==> src/rtl/tts_pkg.sv <==
// ----------------------------------------------------------------------------
// tts_pkg: shared types and helpers for the trickle timer
// Holds the time width, the item and result structures, the configuration
// register indexes and the interval and fire point arithmetic.
// ----------------------------------------------------------------------------
package tts_pkg;

  // Width of the elapsed time counter and the fire point.
  localparam int TIME_W = 32;

  // Largest interval exponent that still fits the time counter.
  localparam logic [5:0] EXP_MAX = 6'(TIME_W - 1);

  // Configuration register indexes.
  localparam logic [1:0] REG_SUPPRESS  = 2'd0;
  localparam logic [1:0] REG_MIN_LOG2  = 2'd1;
  localparam logic [1:0] REG_MAX_DBL   = 2'd2;

  // Reset values of the configuration registers.
  localparam logic [7:0] SUPPRESS_RST = 8'd1;
  localparam logic [4:0] MIN_LOG2_RST = 5'd9;
  localparam logic [3:0] MAX_DBL_RST  = 4'd4;

  // Item kinds carried in the input tuser bit.
  localparam logic ACT_TICK = 1'b0;
  localparam logic ACT_MSG  = 1'b1;

  typedef struct packed {
    logic        action;
    logic [31:0] recv_id;
    logic [15:0] rand_value;
    logic        dup_coin;
  } tts_item_t;

  typedef struct packed {
    logic [7:0] suppress_threshold;
    logic [4:0] min_interval_log2;
    logic [3:0] max_doublings;
  } tts_cfg_t;

  typedef struct packed {
    logic        send;
    logic [31:0] sent_id;
    logic        is_duplicate;
  } tts_result_t;

  // Interval length 2^(min_log2 + dc), exponent saturated to the counter width.
  function automatic logic [TIME_W-1:0] interval_len(input logic [4:0] min_log2,
                                                     input logic [3:0] dc);
    logic [5:0] e;
    e = {1'b0, min_log2} + {2'b00, dc};
    if (e > EXP_MAX) begin
      e = EXP_MAX;
    end
    return {{(TIME_W-1){1'b0}}, 1'b1} << e;
  endfunction

  // Fire point I/2 + (rnd & (I/2 - 1)); zero when the half interval is zero.
  function automatic logic [TIME_W-1:0] draw_fire(input logic [TIME_W-1:0] ilen,
                                                  input logic [15:0] rnd);
    logic [TIME_W-1:0] half;
    half = ilen >> 1;
    if (half == '0) begin
      return '0;
    end
    return half + (TIME_W'(rnd) & (half - {{(TIME_W-1){1'b0}}, 1'b1}));
  endfunction

endpackage

==> src/rtl/tts_core.sv <==
// ----------------------------------------------------------------------------
// tts_core: trickle timer state and combinational next-state update
// Holds the interval state and works out, for the item in the input register,
// the result and the next state in one pass of short logic.
// ----------------------------------------------------------------------------
module tts_core (
  input  logic                 clk,
  input  logic                 rst_n,
  input  logic                 step,
  input  tts_pkg::tts_item_t   item,
  input  tts_pkg::tts_cfg_t    cfg,
  output tts_pkg::tts_result_t result
);

  logic [3:0]                 dbl_r, dbl_nxt;
  logic [tts_pkg::TIME_W-1:0] elapsed_r, elapsed_nxt;
  logic [tts_pkg::TIME_W-1:0] fire_r, fire_nxt;
  logic [7:0]                 heard_r, heard_nxt;
  logic                       fired_r, fired_nxt;
  logic [31:0]                last_id_r, last_id_nxt;
  logic [31:0]                seq_r, seq_nxt;

  logic [tts_pkg::TIME_W-1:0] el_inc;
  logic [3:0]                 dbl_up;
  logic                       fire_now;
  logic                       dup_ok;

  // Next state and result for the current item.
  always_comb begin
    dbl_nxt     = dbl_r;
    elapsed_nxt = elapsed_r;
    fire_nxt    = fire_r;
    heard_nxt   = heard_r;
    fired_nxt   = fired_r;
    last_id_nxt = last_id_r;
    seq_nxt     = seq_r;
    result      = '0;

    el_inc   = elapsed_r + {{(tts_pkg::TIME_W-1){1'b0}}, 1'b1};
    dbl_up   = (dbl_r < cfg.max_doublings) ? dbl_r + 4'd1 : cfg.max_doublings;
    fire_now = !fired_r && (el_inc >= fire_r);
    dup_ok   = !item.dup_coin && (seq_r > 32'd1);

    if (item.action == tts_pkg::ACT_MSG) begin
      // A matching id is consistent; a new one restarts a longer interval at the minimum.
      if (item.recv_id == last_id_r) begin
        if (heard_r != 8'hFF) begin
          heard_nxt = heard_r + 8'd1;
        end
      end else begin
        last_id_nxt = item.recv_id;
        if (dbl_r != 4'd0) begin
          dbl_nxt     = 4'd0;
          elapsed_nxt = '0;
          fired_nxt   = 1'b0;
          fire_nxt    = tts_pkg::draw_fire(
                          tts_pkg::interval_len(cfg.min_interval_log2, 4'd0),
                          item.rand_value);
          heard_nxt   = 8'd0;
        end
      end
    end else begin
      elapsed_nxt = el_inc;

      // Transmit decision, once per interval.
      if (fire_now) begin
        fired_nxt = 1'b1;
        if (heard_r < cfg.suppress_threshold) begin
          result.send = 1'b1;
          if (dup_ok) begin
            result.sent_id      = seq_r - 32'd1;
            result.is_duplicate = 1'b1;
          end else begin
            result.sent_id = seq_r;
            seq_nxt        = seq_r + 32'd1;
          end
        end
      end

      // End of interval: double, draw a new fire point, clear the count.
      if (el_inc >= tts_pkg::interval_len(cfg.min_interval_log2, dbl_r)) begin
        dbl_nxt     = dbl_up;
        elapsed_nxt = '0;
        fired_nxt   = 1'b0;
        fire_nxt    = tts_pkg::draw_fire(
                        tts_pkg::interval_len(cfg.min_interval_log2, dbl_up),
                        item.rand_value);
        heard_nxt   = 8'd0;
      end
    end
  end

  // State registers, updated only when an item is processed.
  always_ff @(posedge clk) begin
    if (!rst_n) begin
      dbl_r     <= 4'd0;
      elapsed_r <= '0;
      fire_r    <= tts_pkg::interval_len(tts_pkg::MIN_LOG2_RST, 4'd0) >> 1;
      heard_r   <= 8'd0;
      fired_r   <= 1'b0;
      last_id_r <= 32'd0;
      seq_r     <= 32'd1;
    end else if (step) begin
      dbl_r     <= dbl_nxt;
      elapsed_r <= elapsed_nxt;
      fire_r    <= fire_nxt;
      heard_r   <= heard_nxt;
      fired_r   <= fired_nxt;
      last_id_r <= last_id_nxt;
      seq_r     <= seq_nxt;
    end
  end

endmodule

==> src/rtl/trickle_timer_suppression.sv <==
// ----------------------------------------------------------------------------
// trickle_timer_suppression: trickle timer with transmit suppression
// Streams tick and message items through an input register and the timer
// update into an output register; holds the configuration registers.
// ----------------------------------------------------------------------------
// Each input item is one timer tick (tuser 0) or one received message id
// (tuser 1). A tick that reaches the fire point of the current interval sends
// one result item, unless enough consistent ids were heard; messages never
// produce results. Each item passes through the state update between the
// input register and the output register, so one item is accepted every clock
// while the result side keeps up; a stalled output holds the pipeline after
// one more item has been taken into the input register. Configuration writes
// are always accepted and should be made only while no item is in flight.
module trickle_timer_suppression (
  input  logic        clk,
  input  logic        rst_n,
  // Input items.
  input  logic        in_tvalid,
  output logic        in_tready,
  input  logic [55:0] in_tdata,   // recv_id[31:0], rand_value[47:32], dup_coin[48], zero
  input  logic        in_tuser,   // action
  // Result items.
  output logic        out_tvalid,
  input  logic        out_tready,
  output logic [31:0] out_tdata,  // sent_id[31:0]
  output logic        out_tuser,  // is_duplicate
  // Configuration writes.
  input  logic        cfg_valid,
  output logic        cfg_ready,
  input  logic [1:0]  cfg_index,
  input  logic [7:0]  cfg_data
);

  tts_pkg::tts_item_t   item_r;
  logic                 in_valid_r;
  tts_pkg::tts_cfg_t    cfg_r;
  tts_pkg::tts_result_t result;
  logic                 out_valid_r;
  logic [31:0]          out_id_r;
  logic                 out_dup_r;
  logic                 consume;
  logic                 step;

  // The stage moves on whenever the output register is free or emptying.
  assign consume   = !out_valid_r || out_tready;
  assign step      = in_valid_r && consume;
  assign in_tready = !in_valid_r || consume;
  assign cfg_ready = 1'b1;

  // Input register.
  always_ff @(posedge clk) begin
    if (!rst_n) begin
      in_valid_r <= 1'b0;
    end else if (in_tready) begin
      in_valid_r <= in_tvalid;
    end
  end

  always_ff @(posedge clk) begin
    if (in_tvalid && in_tready) begin
      item_r.action     <= in_tuser;
      item_r.recv_id    <= in_tdata[31:0];
      item_r.rand_value <= in_tdata[47:32];
      item_r.dup_coin   <= in_tdata[48];
    end
  end

  // Configuration registers; unknown indexes are ignored.
  always_ff @(posedge clk) begin
    if (!rst_n) begin
      cfg_r.suppress_threshold <= tts_pkg::SUPPRESS_RST;
      cfg_r.min_interval_log2  <= tts_pkg::MIN_LOG2_RST;
      cfg_r.max_doublings      <= tts_pkg::MAX_DBL_RST;
    end else if (cfg_valid) begin
      unique case (cfg_index)
        tts_pkg::REG_SUPPRESS: cfg_r.suppress_threshold <= cfg_data;
        tts_pkg::REG_MIN_LOG2: cfg_r.min_interval_log2  <= cfg_data[4:0];
        tts_pkg::REG_MAX_DBL:  cfg_r.max_doublings      <= cfg_data[3:0];
        default: ;
      endcase
    end
  end

  tts_core u_core (
    .clk    (clk),
    .rst_n  (rst_n),
    .step   (step),
    .item   (item_r),
    .cfg    (cfg_r),
    .result (result)
  );

  // Output register.
  always_ff @(posedge clk) begin
    if (!rst_n) begin
      out_valid_r <= 1'b0;
    end else if (step && result.send) begin
      out_valid_r <= 1'b1;
    end else if (out_tready) begin
      out_valid_r <= 1'b0;
    end
  end

  always_ff @(posedge clk) begin
    if (step && result.send) begin
      out_id_r  <= result.sent_id;
      out_dup_r <= result.is_duplicate;
    end
  end

  assign out_tvalid = out_valid_r;
  assign out_tdata  = out_id_r;
  assign out_tuser  = out_dup_r;

endmodule

==> config.mk <==
export PLATFORM = sky130hd
export DESIGN_NAME = trickle_timer_suppression
export DESIGN_NICKNAME = d
export VERILOG_FILES = /design/src/rtl/tts_pkg.sv /design/src/rtl/tts_core.sv /design/src/rtl/trickle_timer_suppression.sv
export SDC_FILE = /design/constraint.sdc
export NUM_CORES = 1
export LEC_CHECK = 0
export ABC_AREA = 1
export ABC_CLOCK_PERIOD_IN_PS = 10020
export BUFFER_PORTS_ARGS = -buffer_cell sky130_fd_sc_hd__buf_2
export CORE_UTILIZATION = 66
export DETAILED_ROUTE_END_ITERATION = 6
export PLACE_DENSITY = 0.86
export SETUP_SLACK_MARGIN = 0.2
export SLEW_MARGIN = 20
export SYNTH_ARGS = -nofsm -noshare
export SYNTH_HDL_FRONTEND = slang
export SYNTH_SLANG_ARGS = --single-unit
==> constraint.sdc <==
create_clock -name clk -period 10.02 [get_ports clk]
set_input_delay 2.004 -clock clk [delete_from_list [all_inputs] [get_ports clk]]
set_output_delay 2.004 -clock clk [all_outputs]
set_load 0.05 [all_outputs]
==> impl_results.rst <==
.. list-table::
   :header-rows: 1

   * - Metric
     - Value
   * - Run status
     - finished, violations left
   * - Violations in the final reports
     - design-rule violations
   * - Overall routed net length
     - 41500 um
   * - Io pins
     - 108
   * - Count of standard-cell rows
     - 56
   * - Wire length of the first global-routing pass
     - 66800 um
   * - Sequential share of the synthesized area
     - 35.8%
   * - Total of flip-flops plus latches after synthesis
     - 243
   * - Per-cell routed wire length
     - 16.0 um
   * - Fill cell count
     - 1902
   * - DRC violation total after the first TritonRoute iteration
     - 1147
   * - GRT Residual Overflow
     - 0
   * - Highest Clock Rate
     - 0.154 GHz
   * - Max rail drop VDD
     - 157 uV
   * - Power density of the placed cells
     - 142 mW/mm^2
   * - Weighted congestion at the end of routability-driven global placement
     - 0.973
   * - Count of endpoints failing hold in the final timing report
     - 0
   * - Synth Cell Area
     - 0.0159 mm^2
   * - Slew of the pin with the lowest slew margin
     - 0.897 ns
   * - Most common cell in the synthesized netlist
     - nand2_1
   * - Number of clock sinks
     - 243
   * - Sort of element at the end of the critical path
     - flip-flop
   * - Proportion of netlist area held by the largest area contributor
     - 20.1%
   * - Number of global-route vias before repair
     - 14333
   * - Overall global routing resource usage
     - 33.8%
   * - Class of the worst hold path
     - reg2reg
   * - H-tree levels
     - 1
   * - Total via count in the routed design
     - 15205
   * - Period Utilization, post-route
     - 64.8%
   * - Number of nets at the end of the flow
     - 2426
   * - Worst path required time
     - 10.39 ns
   * - Final sum of negative setup slack
     - 0 ns
   * - Number of unique standard cell types used by synthesis
     - 70
   * - Dominant cells by area after synthesis
     - dfxtp_1 20%, edfxtp_1 16%, nand2_1 9.8%
   * - Synth area leader
     - dfxtp_1
   * - Post-synth top cells
     - 416 x nand2_1, 263 x nor2_1, 245 x inv_1
   * - Maximum buffer depth of the clock tree
     - 3
   * - Count of final max-slew check failures
     - 0
   * - Top FF cell, synth
     - dfxtp_1
   * - Maximum fanout along the worst path
     - 25
   * - Slew Limit Headroom
     - 40.2%
   * - Number of buffers inserted by hold repair at cts
     - 0
   * - Die H
     - 157 um
   * - Total CTS buffers
     - 26
   * - Maximum number of pins on one net before global-route repair
     - 81
   * - Routed via count divided by cell count
     - 5.87
   * - Root Buffer Master
     - clkbuf_16
   * - Register-to-register setup slack
     - 3.52 ns
   * - Final setup fails
     - 0
   * - Diodes inserted
     - 0
   * - Post-Syn Instances
     - 2178
   * - Clk Latency, worst-skew pair
     - 0.54 ns
   * - Detailed Place HPWL
     - 31000 um
   * - Kind of start point of the critical path
     - flip-flop
   * - Share of cells above drive strength 1
     - 11.3%
   * - First-pass DRT Iterations
     - 7
   * - Resized Gates After CTS
     - 0
   * - Total number of yosys warnings
     - 0
   * - Post-CTS setup-driven buffer insertion count
     - 0
   * - Share of async-settable or async-resettable flops after synthesis
     - 0%
   * - TritonCTS clock tree
     - yes
   * - Synthesis-to-finish area growth
     - 9.58%
   * - Mean Syn Cell Area
     - 7.31 um^2
   * - Antenna violations before repair
     - 0
   * - Worst setup path category
     - reg2reg
   * - Post-CTS clock slew at the launch and capture registers of the worst setup and hold paths
     - 0.06 ns
   * - Total die area
     - 0.0247 mm^2
   * - Final worst clock skew
     - 0.0173 ns
   * - Worst EP arrival
     - 6.87 ns
   * - Post-place instance area
     - 0.0166 mm^2
   * - Antenna-violating nets left
     - 0
   * - Core region area
     - 0.0235 mm^2
   * - Effective utilization at floorplan
     - 67.6%
   * - Count of flip-flops with a built-in enable after synthesis
     - 83
   * - Leakage power total
     - 7.38 nW
   * - Number of buffers added on ports
     - 99
   * - Post-layout min period
     - 6.50 ns
   * - Number of remaining DRC errors
     - 11
   * - Horizontal die dimension
     - 157 um
   * - Layout Cell Area excl Fill
     - 0.0174 mm^2
   * - Setup repair after global routing missed its margin
     - no
   * - Maximum Capacitance Violations
     - 0
-- through the flow --
stage	hold slack, ns	setup WS [ns]	total power [mW]	std cells	util (%)
2_1_floorplan	0.422	4.55	1.41	2180	-
3_3_place_gp	0.432	3.84	1.51	2542	70.5
3_5_place_dp	0.438	3.78	1.52	2542	70.5
4_1_cts	0.447	3.71	2.47	2589	74.1
5_1_grt	0.483	3.15	2.57	2589	74.1
6_report	0.447	3.52	2.48	2589	74.1
-- cell usage in the layout (no fill, tap or decap), drive strengths merged, types with 49 or more instances in the layout --
cell / count
ha: 99
o21ai: 143
inv: 259
nand2: 434
edfxtp: 83
nor2: 291
nand3: 144
a21oi: 180
nand4: 66
dfxtp: 160
nor3: 49
buf: 111
-- flip-flops by register name, indices dropped and copies added, names as in the netlist --
register	flops
out_tuser	1
u_core.dbl_r	4
out_tvalid	1
u_core.last_id_r	32
u_core.fire_r	32
u_core.heard_r	8
cfg_r	17
in_valid_r	1
out_tdata	32
u_core.elapsed_r	32
u_core.seq_r	32
item_r	50
u_core.fired_r	1
-- worst max-delay path: stages (launching register included) --
cell and delay, ns:
dfxtp_1 0.56, ha_1 0.35, a21oi_1 0.16, inv_1 0.05, a31oi_1 0.24, nor2_1 0.07
o21ai_0 0.34, nand2_1 0.50, inv_1 0.50, nand3_1 0.15, ha_1 0.35, nand2_1 0.05
inv_1 0.06, nand3_1 0.09, nor2_1 0.15, a21boi_0 0.20, o31ai_1 0.09, nand4_1 0.28
nand2_1 0.44, inv_1 0.74, nor2_1 0.12, inv_1 0.62, o21ai_0 0.22
-- where the power goes --
part	total [mW]	internal, mW	switching (mW)
clock	0.959	0.566	0.393
sequential	1.08	1.05	0.0299
combinational	0.433	0.135	0.297
total	2.48	1.76	0.720
-- cell families (layout without fill, tap and decap cells) --
logic type	count (synthesis)	count (layout)	synth area share, %
other	1	3	0.0236
XOR/XNOR	69	69	3.89
buffers and inverters	332	422	8.22
AND/OR/NAND/NOR	1034	1034	29.9
adder cells (fa/ha/maj)	103	103	8.28
flip-flops	243	243	35.8
AO/OA/AOI/OAI	396	396	13.9
-- area by class of cell --
| type | instances | area, um^2 | area share, % |
|---|---|---|---|
| clock inverter | 10 | 105 | 0.602 |
| multi-input combinational | 1605 | 8930 | 51.2 |
| inverter | 264 | 991 | 5.68 |
| clock buffer | 37 | 743 | 4.26 |
| sequential | 243 | 5700 | 32.6 |
| timing repair buffer | 111 | 586 | 3.36 |
| tap | 319 | 399 | 2.29 |
-- path summary, 6_finish.rpt --
kind | endpoint | start | depth (start not counted)
worst max-delay path | u_core.fire_r[27] | cfg_r[6] | 22
worst min-delay path | u_core.fire_r[31] | u_core.fire_r[31] | 2
worst max register to register | u_core.fire_r[27] | cfg_r[6] | 22
worst min register to register | u_core.fire_r[31] | u_core.fire_r[31] | 2
-- routing by layer --
| layer | GRT usage, % | part of all wire, % | up-vias |
|---|---|---|---|
| met5 | 0 | 0 | - |
| met4 | 18.5 | 5.1 | 0 |
| met2 | 58.5 | 47 | 615 |
| met1 | 40.8 | 42 | 6989 |
| li1 | - | - | 7451 |
| met3 | 4.30 | 6.4 | 150 |
Power figures use the tool's default switching activity.
